File: src/rtl/smm_pkg.sv
// ----------------------------------------------------------------------------
// smm_pkg - shared types and constants for the square matrix multiplier
// Element store geometry, request codes and the controller/datapath bundles.
// ----------------------------------------------------------------------------
package smm_pkg;

  localparam int MAX_DIM    = 8;
  localparam int DATA_WIDTH = 32;

  // Fixed port widths
  localparam int REQ_W   = 2;
  localparam int POS_W   = 3;
  localparam int VALUE_W = 32;
  localparam int SIZE_W  = 4;

  localparam int IDX_W  = (MAX_DIM > 1) ? $clog2(MAX_DIM) : 1;
  localparam int ADDR_W = $clog2(MAX_DIM * MAX_DIM);

  localparam logic [SIZE_W-1:0] RESET_SIZE = SIZE_W'(4);

  localparam logic [REQ_W-1:0] REQ_LOAD_INPUT  = 2'd0;
  localparam logic [REQ_W-1:0] REQ_LOAD_WEIGHT = 2'd1;
  localparam logic [REQ_W-1:0] REQ_COMPUTE     = 2'd2;

  typedef logic [ADDR_W-1:0]     addr_t;
  typedef logic [DATA_WIDTH-1:0] data_t;
  typedef logic [POS_W-1:0]      pos_t;

  // Controller -> datapath
  typedef struct packed {
    logic  wr_input;
    logic  wr_weight;
    addr_t wr_addr;
    logic  rd_en;
    addr_t rd_in_addr;
    addr_t rd_wt_addr;
    logic  first;     // first term of a dot product
    logic  fin;       // final term of a dot product
    logic  last;      // final element of the product matrix
    pos_t  row;
    pos_t  col;
  } dp_cmd_t;

  // Datapath -> controller
  typedef struct packed {
    logic pipe_busy;  // terms still in the read/multiply stages
    logic out_free;   // output register empty or draining this cycle
    logic res_load;   // a finished sum is written to the output register
  } dp_sts_t;

  // Row-major store address of element (row, col)
  function automatic addr_t elem_addr(input pos_t row, input pos_t col);
    return ADDR_W'(int'(row) * MAX_DIM + int'(col));
  endfunction

endpackage

File: src/rtl/smm_ctrl.sv
// ----------------------------------------------------------------------------
// smm_ctrl - request decode and product sequencer
// Holds the size register, decodes loads into store writes and walks the
// row, column and term counters of a compute request.
// ----------------------------------------------------------------------------
module smm_ctrl (
  input  logic                          clk,
  input  logic                          rst,
  input  logic                          cfg_valid,
  output logic                          cfg_ready,
  input  logic [smm_pkg::SIZE_W-1:0]    cfg_data,
  input  logic                          in_valid,
  output logic                          in_stall,
  input  logic [smm_pkg::REQ_W-1:0]     req_type,
  input  logic [smm_pkg::POS_W-1:0]     elem_row,
  input  logic [smm_pkg::POS_W-1:0]     elem_col,
  output smm_pkg::dp_cmd_t              cmd,
  input  smm_pkg::dp_sts_t              sts
);
  import smm_pkg::*;

  typedef enum logic [2:0] {
    ST_IDLE  = 3'b001,
    ST_WAIT  = 3'b010,
    ST_ISSUE = 3'b100
  } state_t;

  state_t state, state_next;
  logic [SIZE_W-1:0] matrix_size;
  logic [IDX_W-1:0]  r, c, i;
  logic [IDX_W-1:0]  r_next, c_next, i_next;
  logic              all_issued, all_issued_next;
  logic [IDX_W-1:0]  n_last;
  logic              in_xfer;
  logic              pos_ok;
  logic              fin;
  logic              last;

  assign cfg_ready = 1'b1;

  always_ff @(posedge clk) begin
    if (rst) begin
      matrix_size <= RESET_SIZE;
    end else if (cfg_valid && cfg_ready) begin
      matrix_size <= cfg_data;
    end
  end

  // Size 0 runs as 1, anything above the store size saturates
  always_comb begin
    if (matrix_size == '0) begin
      n_last = '0;
    end else if (int'(matrix_size) > MAX_DIM) begin
      n_last = IDX_W'(MAX_DIM - 1);
    end else begin
      n_last = IDX_W'(matrix_size - SIZE_W'(1));
    end
  end

  assign in_stall = (state != ST_IDLE);
  assign in_xfer  = in_valid && !in_stall;
  assign pos_ok   = (int'(elem_row) < MAX_DIM) && (int'(elem_col) < MAX_DIM);
  assign fin      = (i == n_last);
  assign last     = fin && (r == n_last) && (c == n_last);

  always_comb begin
    cmd            = '0;
    cmd.wr_addr    = elem_addr(elem_row, elem_col);
    cmd.rd_in_addr = elem_addr(POS_W'(r), POS_W'(i));
    cmd.rd_wt_addr = elem_addr(POS_W'(i), POS_W'(c));
    cmd.first      = (i == '0);
    cmd.fin        = fin;
    cmd.last       = last;
    cmd.row        = POS_W'(r);
    cmd.col        = POS_W'(c);
    cmd.rd_en      = (state == ST_ISSUE);
    if (in_xfer && pos_ok) begin
      unique case (req_type)
        REQ_LOAD_INPUT:  cmd.wr_input  = 1'b1;
        REQ_LOAD_WEIGHT: cmd.wr_weight = 1'b1;
        default: ;
      endcase
    end
  end

  always_comb begin
    state_next      = state;
    r_next          = r;
    c_next          = c;
    i_next          = i;
    all_issued_next = all_issued;
    unique case (state)
      ST_IDLE: begin
        if (in_xfer && req_type == REQ_COMPUTE) begin
          r_next          = '0;
          c_next          = '0;
          i_next          = '0;
          all_issued_next = 1'b0;
          state_next      = ST_WAIT;
        end
      end
      ST_WAIT: begin
        if (all_issued) begin
          if (!sts.pipe_busy) begin
            state_next = ST_IDLE;
          end
        end else if (!sts.pipe_busy && sts.out_free) begin
          state_next = ST_ISSUE;
        end
      end
      ST_ISSUE: begin
        if (fin) begin
          i_next     = '0;
          state_next = ST_WAIT;
          if (last) begin
            all_issued_next = 1'b1;
          end else if (c == n_last) begin
            c_next = '0;
            r_next = r + IDX_W'(1);
          end else begin
            c_next = c + IDX_W'(1);
          end
        end else begin
          i_next = i + IDX_W'(1);
        end
      end
      default: state_next = ST_IDLE;
    endcase
  end

  always_ff @(posedge clk) begin
    if (rst) begin
      state      <= ST_IDLE;
      r          <= '0;
      c          <= '0;
      i          <= '0;
      all_issued <= 1'b0;
    end else begin
      state      <= state_next;
      r          <= r_next;
      c          <= c_next;
      i          <= i_next;
      all_issued <= all_issued_next;
    end
  end

endmodule

File: config.mk
export PLATFORM = sky130hd
export DESIGN_NAME = smm_ctrl
export DESIGN_NICKNAME = d
export VERILOG_FILES = /design/src/rtl/smm_pkg.sv /design/src/rtl/smm_ctrl.sv
export SDC_FILE = /design/constraint.sdc
export NUM_CORES = 1
export LEC_CHECK = 0
export ABC_AREA = 1
export BUFFER_PORTS_ARGS = -buffer_cell sky130_fd_sc_hd__buf_2
export CAP_MARGIN = 20
export CORE_MARGIN = 1.5
export CORE_UTILIZATION = 52
export CTS_CLUSTER_DIAMETER = 120
export DETAILED_ROUTE_END_ITERATION = 12
export GPL_TIMING_DRIVEN = 1
export PLACE_DENSITY_LB_ADDON = 0.25
export SYNTH_ARGS = -nofsm -noshare
export SYNTH_HDL_FRONTEND = slang
export SYNTH_SLANG_ARGS = --single-unit
File: constraint.sdc
create_clock -name clk -period 3.5 [get_ports clk]
set_clock_uncertainty 0.1 [all_clocks]
set_input_delay 0.525 -clock clk [delete_from_list [all_inputs] [get_ports clk]]
set_output_delay 0.525 -clock clk [all_outputs]
set_load 0.01 [all_outputs]
# --- Yosys cells after proc, flatten, opt, wreduce, memory -nomap -nowiden ---
# Cells that the tools add are included.
word_totals:
  register_bits: 17
  latchBits: 0
  ramBits: 0
  mem_bits_ro: 0
  wordCells: 72
  n_memories: 0
op_classes:
  n_addsub: 7
  mul: 0
  n_div: 0
  magnitude_cmp: 1
  n_eq_ne: 16
  n_shift: 0
  n_mux: 26
  bitwise: 0
  n_reduce_logical: 16
op_table:
  columns: ["operator", "n"]
  rows:
  - ["$mux 3", 15]
  - ["$add 6x3->6", 3]
  - ["$pmux 3 s2", 3]
  - ["$reduce_and 4->1", 3]
  - ["$add 3x1->3 const B", 3]
  - ["$eq 3x3->1", 3]
  - ["$pmux 3 s3", 1]
  - ["$ne 2x1->1 const B", 3]
  - ["$ne 3x3->1 const B", 2]
  - ["$logic_and 1x1->1", 5]
  - ["$mux 1", 5]
  - ["$reduce_and 5->1", 1]
  - ["$gt 4x4->1 const B", 1]
  - ["$logic_not 4->1", 1]
  - ["$ne 2x2->1 const B", 2]
  - ["$eq 3x1->1 const B", 1]
  - ["$eq 3x2->1 const B", 1]
  - ["$eq 3x3->1 const B", 1]
  - ["$logic_not 3->1", 1]
  - ["$ne 3x1->1 const B", 1]
  - ["$sub 3x1->3 const B", 1]
  - ["$eq 2x1->1 const B", 1]
  - ["$eq 2x2->1 const B", 1]
  - ["$logic_not 1->1", 2]
  - ["other kinds (5)", 5]

# --- Logic depth before layout (Yosys ltp) ---
logic_depth:
  word_depth: 9
  depth_mapped: 17

# --- Least setup slack after synthesis ---
# No wires, ideal clock.
synth_path:
  path_kind: "reg2out"
  from: "register matrix_size[0]"
  to: "output cmd[6] (netlist name)"
  arrival_ns: 1.508
  required_time_ns: 2.875
  slack_ns: 1.367
  stages_incl_launch_ff: 15
  path_cell_list: "dfxtp_1 > inv_1 > ha_1 > inv_1 > nand2_1 > nand2_2 > nand2_1 > nand2_1 > nand2_1 > nor2_4 > nand2_4 > inv_2 > nand2_1 > nor2_1 > buf_4"
synth_between:
  elab_chain_len: 6
  elab_cells_between_ends: 10
  cone_classes: "add/sub (1); order compare (1); eq/ne (3); mux (2); reduce/logical (3)"
synth_rtl:
  columns: ["element", "line", "text"]
  rows:
  - ["start, declared", "smm_ctrl.sv:29", "logic [SIZE_W-1:0] matrix_size;"]
  - ["start signal, assigned", "smm_ctrl.sv:45", "matrix_size <= cfg_data;"]
  - ["$gt 4x4->1 / $sub 3x1->3 (equally long branches)", "smm_ctrl.sv:53, smm_ctrl.sv:56", null]
  - ["$mux 3", "smm_ctrl.sv:53", "end else if (int'(matrix_size) > MAX_DIM) begin"]
  - ["$mux 3 (*)", "smm_ctrl.sv:51", "if (matrix_size == '0) begin"]
  - ["$eq 3x3->1 (*)", "smm_ctrl.sv:63", "assign fin = (i == n_last);"]
  - ["named net fin", "smm_ctrl.sv:36", "logic fin;"]
  - ["$logic_and 1x1->1 (*) (2 in series)", "smm_ctrl.sv:64", "assign last = fin && (r == n_last) && (c == n_last);"]
  - ["end, declared", "smm_ctrl.sv:17", "output smm_pkg::dp_cmd_t cmd,"]
# The timed path passes the listed nets; every way through them passes the cells marked *.

==> impl_metrics.toml <==
[status]
status = "finished, final reports clean"

[drt]
firstDrtPassIters = 5
drt_iter0_drc = 28
drc = 0
vias_per_cell = 5.04
postRouteAntennaNets = 0
vias = 1220
wire_per_inst_um = 11.2
routed_wl_um = 2720

[synth]
yosysWarningCount = 0
synth_fa_ha_area_frac = 0.0472
synth-simple-area-share = 0.411
ys_seq_area_frac = 0.257
syn_inst = 191
avgSynthCellArea_um2 = 6.94
ys_types = 26
synth_top_family_by_area = "simple AND/OR/NAND/NOR gates"
syn_nets = 215
synth_area_um2 = 1330
synth_xor_xnor_area_share = 0.0264
ys_ff_latch = 17
synthMuxAreaShare = 0
synth_compound_area_frac = 0.0679

[clocking]
cts_setup_buffers = 0
htreeDepth = 1
postCtsHoldBufs = 0
cts.repair.resized = 0
cts-root-buf = "clkbuf_4"
clockBufferDepth = 2
clkTransAtPathRegs_ns = 0.11
cts_buffers = 3
cts_tree = "done"
worst_skew_pair.late_latency_ns = 0.29
cts_sinks = 17

[power]
p_leak_uw = 0.000749
seqPwrFrac = 0.361
max-vdd-ir-drop_mv = 0.353
p_int_uw = 386
powerDensity_nw_per_um2 = 484
combinationalPowerShare = 0.482
pwr-share-clk = 0.157
switchingPower_uw = 306
switching_share = 0.442
p_total_uw = 693

[worst_setup_path]
crit_chain = "inv_1, ha_1, inv_1, nand2_1, nand2_2, nand2_1, nand2_1, nand2_1, nor2_4, nand2_4, inv_2, nand2_1, nor2_1, buf_2"
start_kind = "flip-flop"
cpMaxStageDelayCell = "dfxtp_1"
crit_path_end_kind = "output pin"
crit_required_ns = 2.87
path_common_cell = "nand2_1"
crit_fanout = 5
arrival_ns = 2.04
crit_buf_inv = 4
critical_path.max_stage_delay_ns = 0.33
cp_top_family = "simple AND/OR/NAND/NOR gates"
path_class = "flip-flop to output pin"

[global_routing]
grt_pass1_vias = 1071
grt_max_degree = 11
overflow = 0
grt-busiest-layer = "met2"
grt_use_met1 = 0.265
grt_usage = 0.212
grt_first_pass_wirelength_um = 4470
grt_util_met2 = 0.360
antenna_found_initial = 0
grt_use_met3 = 0.0452

[die]
die-height_um = 53.5
fp-row-count = 18
ios = 51
core_um2 = 2450
initial_core_util = 0.540
die-area_um2 = 2860
dieWidth_um = 53.5

[placed_design]
dpl_cell_area_um2 = 1400
port_buffers = 36
detailed_place_hpwl_um = 2150
pre_cts_ws_ns = 1.18
gp_congestion = 0.847

[sta]
rsz0062_at_grt = "no"
timing.hold.ws_ns = 0.345
timing.final.crit_share = 0.760
finalHoldViolations = 0
finalSetupViolations = 0
fin_ws_ns = 0.839
slew_violations = 0
max_freq_ghz = 0.376
final.setup.tns_ns = 0
min_period_ns = 2.66

[run]
maxCapViolations = 0

[finish]
n_fill_cell = 239
fin_area_um2 = 1430
diodes = 0
syn_to_final_growth_pct = 7.83
drive_gt1_frac = 0.321
num-nets-final = 237

[hold_path]
min_path_type = "input pin to flip-flop"
==> power groups by stage <==
stage	Sequential, µW	Clock, µW	Combinational (µW)
5_1_grt	256	120	375
6_report	250	109	334
4_1_cts	251	113	330
2_1_floorplan	256	0	269
3_3_place_gp	253	0	317
3_5_place_dp	256	0	329
==> layout make-up <==
| type | count | area, µm² | share of cell area |
|---|---|---|---|
| multi-input cells | 127 | 737 | 0.515 |
| repair buffers | 37 | 188 | 0.131 |
| flip-flops and latches | 17 | 340 | 0.238 |
| well taps | 30 | 37.5 | 0.0262 |
| inverters | 27 | 101 | 0.0709 |
| clock buffers | 4 | 26.3 | 0.0184 |
==> sequential cells by signal (all words and copies together) (netlist names) <==
name         flops
all_issued       1
c                3
i                3
matrix_size      4
r                3
state            3
==> cells in the final DEF, fill, tap and decap left out, drive strengths merged, types with 4 or more instances in the layout <==
| cell | n |
|---|---|
| nand2 | 49 |
| inv | 26 |
| buf | 37 |
| nor2 | 19 |
| dfxtp | 17 |
| nand3 | 22 |
| o21ai | 6 |
| ha | 5 |
| a21oi | 12 |
| nor3 | 5 |
| clkbuf | 4 |
==> per-layer routing <==
layer / share of wire / wire (µm)
met1: 0.41 / 1130
met2: 0.51 / 1390
met3: 0.068 / 184
met4: 0.0074 / 20
met5: 0 / 0
==> synth_stat cells, drive strengths merged <==
cell type   n  area [µm²]
nand3b      3        22.5
clkinv      1        3.75
dfxtp      17         340
ha          5        62.6
xor2        2        17.5
nand3      22         125
nor2       19         113
nor3        5        30.0
nand2      49         249
or2         1        6.26
buf        20         148
inv        26        97.6
conb        1        3.75
a21oi      12        60.1
xnor2       2        17.5
o21ai       6        30.0
==> through the flow <==
step                 util  std cells
global placement    0.572        238
global route        0.583        242
floorplan               -        191
detailed placement  0.572        238
CTS                 0.583        242
finish              0.583        242
==> worst paths after layout <==
path                    endpoint           start  slack, ns  depth (start not counted)
setup / recovery          cmd[6]  matrix_size[0]       0.84                         14
hold / removal    matrix_size[2]       cfg_valid       0.34                          2
setup reg to reg            c[1]  matrix_size[0]       1.46                         17
hold reg to reg   matrix_size[1]  matrix_size[1]       0.38                          2
==> logic make-up after synthesis <==
group,count (synthesis)
and+or+nand+nor,99
buffers and inverters,47
AOI/OAI and AO/OA,18
DFF,17
adders and majority gates,5
xor gates and xnor gates,4
other,1
(Power assumes the default switching activity.)
