### src/rtl/smm_pkg.sv
// ----------------------------------------------------------------------------
// smm_pkg - shared types and constants for the square matrix multiplier
// Element store geometry, request codes and the controller/datapath bundles.
// ----------------------------------------------------------------------------
package smm_pkg;

  localparam int MAX_DIM    = 8;
  localparam int DATA_WIDTH = 32;

  // Fixed port widths
  localparam int REQ_W   = 2;
  localparam int POS_W   = 3;
  localparam int VALUE_W = 32;
  localparam int SIZE_W  = 4;

  localparam int IDX_W  = (MAX_DIM > 1) ? $clog2(MAX_DIM) : 1;
  localparam int ADDR_W = $clog2(MAX_DIM * MAX_DIM);

  localparam logic [SIZE_W-1:0] RESET_SIZE = SIZE_W'(4);

  localparam logic [REQ_W-1:0] REQ_LOAD_INPUT  = 2'd0;
  localparam logic [REQ_W-1:0] REQ_LOAD_WEIGHT = 2'd1;
  localparam logic [REQ_W-1:0] REQ_COMPUTE     = 2'd2;

  typedef logic [ADDR_W-1:0]     addr_t;
  typedef logic [DATA_WIDTH-1:0] data_t;
  typedef logic [POS_W-1:0]      pos_t;

  // Controller -> datapath
  typedef struct packed {
    logic  wr_input;
    logic  wr_weight;
    addr_t wr_addr;
    logic  rd_en;
    addr_t rd_in_addr;
    addr_t rd_wt_addr;
    logic  first;     // first term of a dot product
    logic  fin;       // final term of a dot product
    logic  last;      // final element of the product matrix
    pos_t  row;
    pos_t  col;
  } dp_cmd_t;

  // Datapath -> controller
  typedef struct packed {
    logic pipe_busy;  // terms still in the read/multiply stages
    logic out_free;   // output register empty or draining this cycle
    logic res_load;   // a finished sum is written to the output register
  } dp_sts_t;

  // Row-major store address of element (row, col)
  function automatic addr_t elem_addr(input pos_t row, input pos_t col);
    return ADDR_W'(int'(row) * MAX_DIM + int'(col));
  endfunction

endpackage

### src/rtl/smm_datapath.sv
// ----------------------------------------------------------------------------
// smm_datapath - element stores, multiplier and accumulator
// Two element memories with registered reads, a product register, the
// running sum and the result output register.
// ----------------------------------------------------------------------------
module smm_datapath (
  input  logic                           clk,
  input  logic                           rst,
  input  smm_pkg::dp_cmd_t               cmd,
  output smm_pkg::dp_sts_t               sts,
  input  logic signed [smm_pkg::VALUE_W-1:0] elem_value,
  output logic                           out_valid,
  input  logic                           out_stall,
  output logic [smm_pkg::POS_W-1:0]      out_row,
  output logic [smm_pkg::POS_W-1:0]      out_col,
  output logic signed [smm_pkg::VALUE_W-1:0] out_value,
  output logic                           out_last
);
  import smm_pkg::*;

  data_t input_mem  [MAX_DIM*MAX_DIM];
  data_t weight_mem [MAX_DIM*MAX_DIM];

  // Read stage
  logic  s1_valid;
  data_t s1_a;
  data_t s1_b;
  logic  s1_first, s1_fin, s1_last;
  pos_t  s1_row, s1_col;

  // Product stage
  logic  s2_valid;
  data_t s2_prod;
  logic  s2_first, s2_fin, s2_last;
  pos_t  s2_row, s2_col;

  data_t acc;
  data_t sum;
  logic [2*DATA_WIDTH-1:0] full_prod;

  always_ff @(posedge clk) begin
    if (cmd.wr_input) begin
      input_mem[cmd.wr_addr] <= elem_value[DATA_WIDTH-1:0];
    end
    if (cmd.wr_weight) begin
      weight_mem[cmd.wr_addr] <= elem_value[DATA_WIDTH-1:0];
    end
    if (cmd.rd_en) begin
      s1_a <= input_mem[cmd.rd_in_addr];
      s1_b <= weight_mem[cmd.rd_wt_addr];
    end
  end

  assign full_prod = s1_a * s1_b;

  always_ff @(posedge clk) begin
    if (cmd.rd_en) begin
      s1_first <= cmd.first;
      s1_fin   <= cmd.fin;
      s1_last  <= cmd.last;
      s1_row   <= cmd.row;
      s1_col   <= cmd.col;
    end
    if (s1_valid) begin
      s2_prod  <= full_prod[DATA_WIDTH-1:0];
      s2_first <= s1_first;
      s2_fin   <= s1_fin;
      s2_last  <= s1_last;
      s2_row   <= s1_row;
      s2_col   <= s1_col;
    end
    if (s2_valid) begin
      acc <= sum;
    end
  end

  assign sum = s2_first ? s2_prod : acc + s2_prod;

  always_ff @(posedge clk) begin
    if (rst) begin
      s1_valid <= 1'b0;
      s2_valid <= 1'b0;
    end else begin
      s1_valid <= cmd.rd_en;
      s2_valid <= s1_valid;
    end
  end

  // Output register; the controller only issues a new element once it is free
  assign sts.res_load  = s2_valid && s2_fin;
  assign sts.pipe_busy = s1_valid || s2_valid;
  assign sts.out_free  = !out_valid || !out_stall;

  always_ff @(posedge clk) begin
    if (rst) begin
      out_valid <= 1'b0;
    end else if (sts.res_load) begin
      out_valid <= 1'b1;
    end else if (!out_stall) begin
      out_valid <= 1'b0;
    end
  end

  always_ff @(posedge clk) begin
    if (sts.res_load) begin
      out_row   <= s2_row;
      out_col   <= s2_col;
      out_value <= VALUE_W'(signed'(sum));
      out_last  <= s2_last;
    end
  end

endmodule

### config.mk
export PLATFORM = sky130hd
export DESIGN_NAME = smm_datapath
export DESIGN_NICKNAME = d
export VERILOG_FILES = /design/src/rtl/smm_pkg.sv /design/src/rtl/smm_datapath.sv
export SDC_FILE = /design/constraint.sdc
export NUM_CORES = 2
export LEC_CHECK = 0
export BUFFER_PORTS_ARGS = -buffer_cell sky130_fd_sc_hd__buf_2
export CAP_MARGIN = 20
export CORE_UTILIZATION = 40
export CTS_BUF_LIST = sky130_fd_sc_hd__clkbuf_16
export CTS_CLUSTER_SIZE = 10
export DETAILED_ROUTE_END_ITERATION = 6
export HOLD_SLACK_MARGIN = 0.12
export PLACE_DENSITY = 0.65
export SLEW_MARGIN = 5
export SYNTH_ARGS = -nofsm -noshare
export SYNTH_HDL_FRONTEND = slang
export SYNTH_SLANG_ARGS = --single-unit
### constraint.sdc
create_clock -name clk -period 10.25 [get_ports clk]
set_clock_uncertainty 0.2 [all_clocks]
set_input_delay 0 -clock clk [delete_from_list [all_inputs] [get_ports clk]]
set_output_delay 0 -clock clk [all_outputs]
set_load 0.1 [all_outputs]
Word-level counts from Yosys, hierarchy flattened. Memories as Yosys holds them, arrays and structs flattened. A register that Yosys moved wholly into a read port is not among the register bits. Index checks and enable logic that the tools add are counted.

Flip-flop bits (word level): 124. Bits in latches: 0. RAM bits: 4096. ROM bits: 0. Input port bits: 65. Output and inout port bits: 43. Logic and storage cells: 36. Memories kept: 2.

Add/sub/neg operators: 1. Multipliers: 1. Div/mod/pow operators: 0. $lt $le $gt $ge: 0. Eq/ne operators: 1. Shift-type cells: 0. Multiplexer cells: 7. Bitwise logic cells: 0. Reduce and logical (&&, ||, !) cells: 5.

Memories: input_mem (words 64, width 32, rd ports 1, clocked after memory_dff 1, write ports 1, line smm_datapath.sv:21) `data_t input_mem [MAX_DIM*MAX_DIM];`; weight_mem (words 64, width 32, rd ports 1, clocked after memory_dff 1, write ports 1, line smm_datapath.sv:22) `data_t weight_mem [MAX_DIM*MAX_DIM];`.

Operator list (count): adder 32 bit (1); multiplier 32 x 32 -> 32 bit (1); two-way mux 32 bit (1); two-way mux 1 bit (6); zero test 1 bit (2); logical OR 1 bit (2); != test 2 bit, second input constant (1); logical AND 1 bit (1).

Depth between registers and ports, before layout.
Depth in word-level cells: 2. Depth in mapped cells: 26. Depth with buffers taken out: 25.

Least setup slack after synthesis. No wires, ideal clock.

Path type: register to register. From: reg s1_b[2] (read register of weight_mem). To: reg s2_prod[30] (data pin). Library setup time: 0.258 ns. Arrival time: 6.681 ns. Data required time: 9.792 ns. Setup slack: 3.111 ns. Cell stages (with the launch flop): 24. Path buffers: 2. Clock period less this slack: 7.139 ns. Path through: edfxtp_1 -> clkbuf_1 -> clkbuf_1 -> nand2_1 -> fa_1 -> fa_1 -> fa_1 -> fa_1 -> inv_1 -> fa_1 -> fa_1 -> inv_1 -> fa_1 -> inv_1 -> fa_1 -> ha_1 -> a21o_1 -> a21oi_1 -> and2b_2 -> a311o_2 -> a211o_1 -> a21o_1 -> a21oi_2 -> xnor2_1.

Cells in the longest elaborated chain, start to end: 1.

Ends and longest elaborated chain: from (decl) (line smm_datapath.sv:27) `data_t s1_b;`; multiplier 32 x 32 -> 32 bit (line smm_datapath.sv:54) `assign full_prod = s1_a * s1_b;`; net full_prod[30] (line smm_datapath.sv:39) `logic [2*DATA_WIDTH-1:0] full_prod;`; to (signal assigned) (line smm_datapath.sv:65) `s2_prod <= full_prod[DATA_WIDTH-1:0];`; to (decl) (line smm_datapath.sv:33) `data_t s2_prod;`.

The timed path passes the listed nets, and every way through them passes these cells. A chain may end at the register's enable or synchronous reset.

Worst setup path in the final report.
From: reg s1_b[5] (read register of weight_mem). To: reg s2_prod[30] (data pin).

Same word-level chain as after synthesis.

==> out/metrics.csv <==
stage;metric;value;unit
setup_path;start_kind;register;
setup_path;required;10750;ps
global_routing;grt_pass1_vias;88875;
layout;multi_input_area;0.0476;mm2
global_routing;grt_max_degree;146;
setup_path;endpoint;s2_prod[30]$_DFFE_PP_;
layout;area_delta_synth_final;13.4;%
synth;netlist_top_cells_area;edfxtp_1 (72%), mux4_2 (17%), fa_1 (4.6%);
setup_path;slowest_stage;edfxtp_1;
global_routing;grt_pass1_wl;650000;um
clocking;cts_max_level;5;
detailed_routing;drt-total-wl;454000;um
clocking;clockBufferDepth;4;
detailed_routing;ant_nets;0;
floorplanning;initial_core_util;40.3;%
sta;min_period;8000;ps
floorplanning;dieWidth;670;um
synth;yosysUniqueCellTypes;60;
clocking;cts_tree;yes;
floorplanning;num_rows;244;
setup_path;crit_type;register to register;
floorplanning;ioPinCount;108;
min_path;hold_path_class;primary input to register;
synth;synth_nets;8742;
sta;setup_viol;0;
floorplanning;fp.dieH;670;um
global_routing;gr-total-overflow;0;
sta;holdWs;141;ps
synth;yosys_warnings;0;
setup_path;crit_arrival;8510;ps
placed_design;hpwlAfterDp;251000;um
synth;ys_top_cells_by_count;edfxtp_1 (4281), mux4_2 (1338), fa_1 (409);
synth;synth-seq-cells;4284;
synth;yosys.area.top_type;edfxtp_1;
layout;fillCellCount;36191;
clocking;clk_latency;970;ps
setup_path;worstPathCellList;nand2_1 > fa_1 > fa_1 > inv_1 > fa_1 > inv_1 > fa_1 > fa_1 > inv_1 > ha_1 > inv_1 > fa_1 > fa_1 > inv_1 > ha_1 > a211o_2 > o31a_1 > a311o_2 > a211o_1 > a21o_1 > a21oi_2 > xnor2_1;
setup_path;r2r_start;s1_b[5]$_DFFE_PP_;
sta;fmax;0.125;GHz
power_and_ir_drop;vdd_ir_drop_max;1620;uV
synth;syn_inst;8114;
clocking;cts_resized;0;
detailed_routing;num_vias;84961;
power_and_ir_drop;p_leak;64.9;nW
synth;synth_area;0.178;mm2
synth;syn_avg_cell_area;22.0;um2
layout;ff_latch_area;0.129;mm2
detailed_routing;dr.pass1.iters;6;
global_routing;grt_use_total;20.1;%
synth;synthArstFlopShare;0;%
clocking;cts_buffers;471;
power_and_ir_drop;power.total;62.2;mW
floorplanning;die-area;0.448;mm2
synth;yosysMostFrequentCell;edfxtp_1;
detailed_routing;viasPerCell;5.79;
setup_path;r2r-end;s2_prod[30]$_DFFE_PP_;
synth;synthFlopType;edfxtp_1;
layout;nets;9295;
setup_path;r2r_cells;22;
sta;layout_setup_ws;2250;ps
sta;hold_violations;0;
sta;max_slew_margin;20.4;%
sta;drv_slew;0;
synth;synth-edff-count;4281;
detailed_routing;drc;0;
setup_path;r2r_setup_slack;2250;ps
clocking;cts_root_buffer;clkbuf_16;
setup_path;cpMostUsedCell;fa_1;
synth;ys_seq_area_share;72.2;%
floorplanning;core;0.443;mm2
setup_path;max_stage_delay;1120;ps
placed_design;post-place-ws;2250;ps
global_routing;antenna_found_initial;48;
placed_design;io_buffer_count;107;
synth;synth_top_cell_area_share;72.1;%
setup_path;critPathMaxFanout;27;
clocking;cts_sinks;4284;
sta;rsz0062_at_grt;no;
sta;worstMarginPinSlew;1190;ps
detailed_routing;drtIter0Drc;10638;
power_and_ir_drop;power_density;308;mW/mm2
detailed_routing;wire_per_inst;31.0;um
run_status;status;complete, no violations;
placed_design;place.gp.congestion;0.839;
layout;layout-drive-gt1-share;27.1;%
sta;fin_crit_sh;78.1;%
clocking;cts.clk_slew.worst_paths;60;ps
setup_path;endpoint_kind;register;
layout;finish.utilization;45.7;%
sta;tns;0;ps
setup_path;crit_path_start;s1_b[5]$_DFFE_PP_;
run;maxCapViolCount;0;
## metrics by stage
| step | cell area [um2] | std cells |
|---|---|---|
| after floorplan | 178000 | 8114 |
| after global placement | 188000 | 13934 |
| after detailed placement | 188000 | 13935 |
| after CTS | 202000 | 14633 |
| after global routing | 202000 | 14646 |
| final | 202000 | 14662 |
## critical path, delay by kind of cell (launching register included)
family | cells | cell delay [ps]
adder cells (fa/ha/maj) | 9 | 4090
AO/OA/AOI/OAI | 6 | 1740
flip-flops | 1 | 1120
buffers and inverters | 5 | 270
AND/OR/NAND/NOR | 1 | 250
XOR/XNOR | 1 | 70
## layout make-up
type                       count  area share [%]
sequential                  4284            63.6
timing repair buffer         490            2.28
clock inverter                63           0.249
antenna                       24          0.0297
multi-input combinational   3041            23.6
tap                         5904            3.65
clock buffer                 477            5.90
inverter                     379           0.704
## placed cells by master, fill, tap and decap left out, types with 5 or more instances in the layout
cell type / instances
a211oi_1: 5
a21o_1: 23
a21oi_1: 50
and2_1: 310
buf_12: 30
buf_16: 17
buf_2: 64
buf_4: 242
buf_8: 7
clkbuf_16: 477
clkinv_1: 9
clkinv_8: 8
diode_2: 24
dlygate4sd3_1: 128
edfxtp_1: 4281
fa_1: 409
ha_1: 154
inv_1: 406
inv_6: 9
mux2_2: 8
mux2i_1: 7
mux4_2: 1338
nand2_1: 278
nand2b_1: 9
nand3_1: 18
nand3b_1: 5
nand4_1: 5
nor2_1: 27
nor2_4: 128
nor2b_1: 14
nor3_1: 8
o21a_1: 11
o21ai_0: 58
o21bai_1: 7
xnor2_1: 79
xor2_1: 35
## state kept, by name, summed over array words and instances (netlist names), 3 cells and up
name,cells
acc,32
input_mem,2048
out_col,3
out_row,3
out_value,32
s1_a,32
s1_b,32
s1_col,3
s1_row,3
s2_col,3
s2_prod,32
s2_row,3
weight_mem,2048
## where the power goes
group | internal (mW) | leakage, nW | switching (mW)
Sequential | 20.8 | 38.6 | 0.214
Combinational | 11.6 | 20.0 | 15.1
Clock | 8.19 | 6.20 | 6.26
Total | 40.6 | 64.9 | 21.6
## worst min-delay path by stage
stage	from	endpoint	slack (ps)	depth (start not counted)
final	cmd[17]	s1_a[1]$_DFFE_PP_	140	3
after global placement	cmd[8]	s1_first$_DFFE_PP_	-20	1
after floorplan	rst	out_valid$_SDFFE_PP0P_	-130	1
after detailed placement	cmd[0]	s1_col[0]$_DFFE_PP_	-20	1
after global routing	elem_value[13]	weight_mem[60][13]$_DFFE_PP_	130	3
after CTS	cmd[17]	s1_a[30]$_DFFE_PP_	130	3
## routing by layer
| layer | vias to the layer above | GRT usage (%) | part of all wire, % |
|---|---|---|---|
| met5 | - | 0 | 0.016 |
| met4 | 12 | 5.45 | 2.7 |
| met3 | 650 | 3.51 | 8.6 |
| met2 | 3995 | 33.4 | 49 |
| met1 | 46522 | 27.4 | 40 |
| li1 | 33782 | - | - |
## repair_timing
action | CTS | global route
buffers inserted | 0 | 0
hold buffers | 158 | 0
endpoints found under the hold margin | 4773 | 0
## kinds of logic (layout without fill, tap and decap cells)
family	count (synthesis)	after routing	share of synthesized area (%)
adder cells (fa/ha/maj)	563	563	5.67
flip-flops	4284	4284	72.2
XOR/XNOR	114	114	0.560
other	0	24	0
AO/OA/AOI/OAI	188	188	0.672
buffers and inverters	789	1409	1.67
AND/OR/NAND/NOR	823	823	2.28
multiplexers	1353	1353	17.0
No activity file was read; power rests on OpenSTA's default activity.
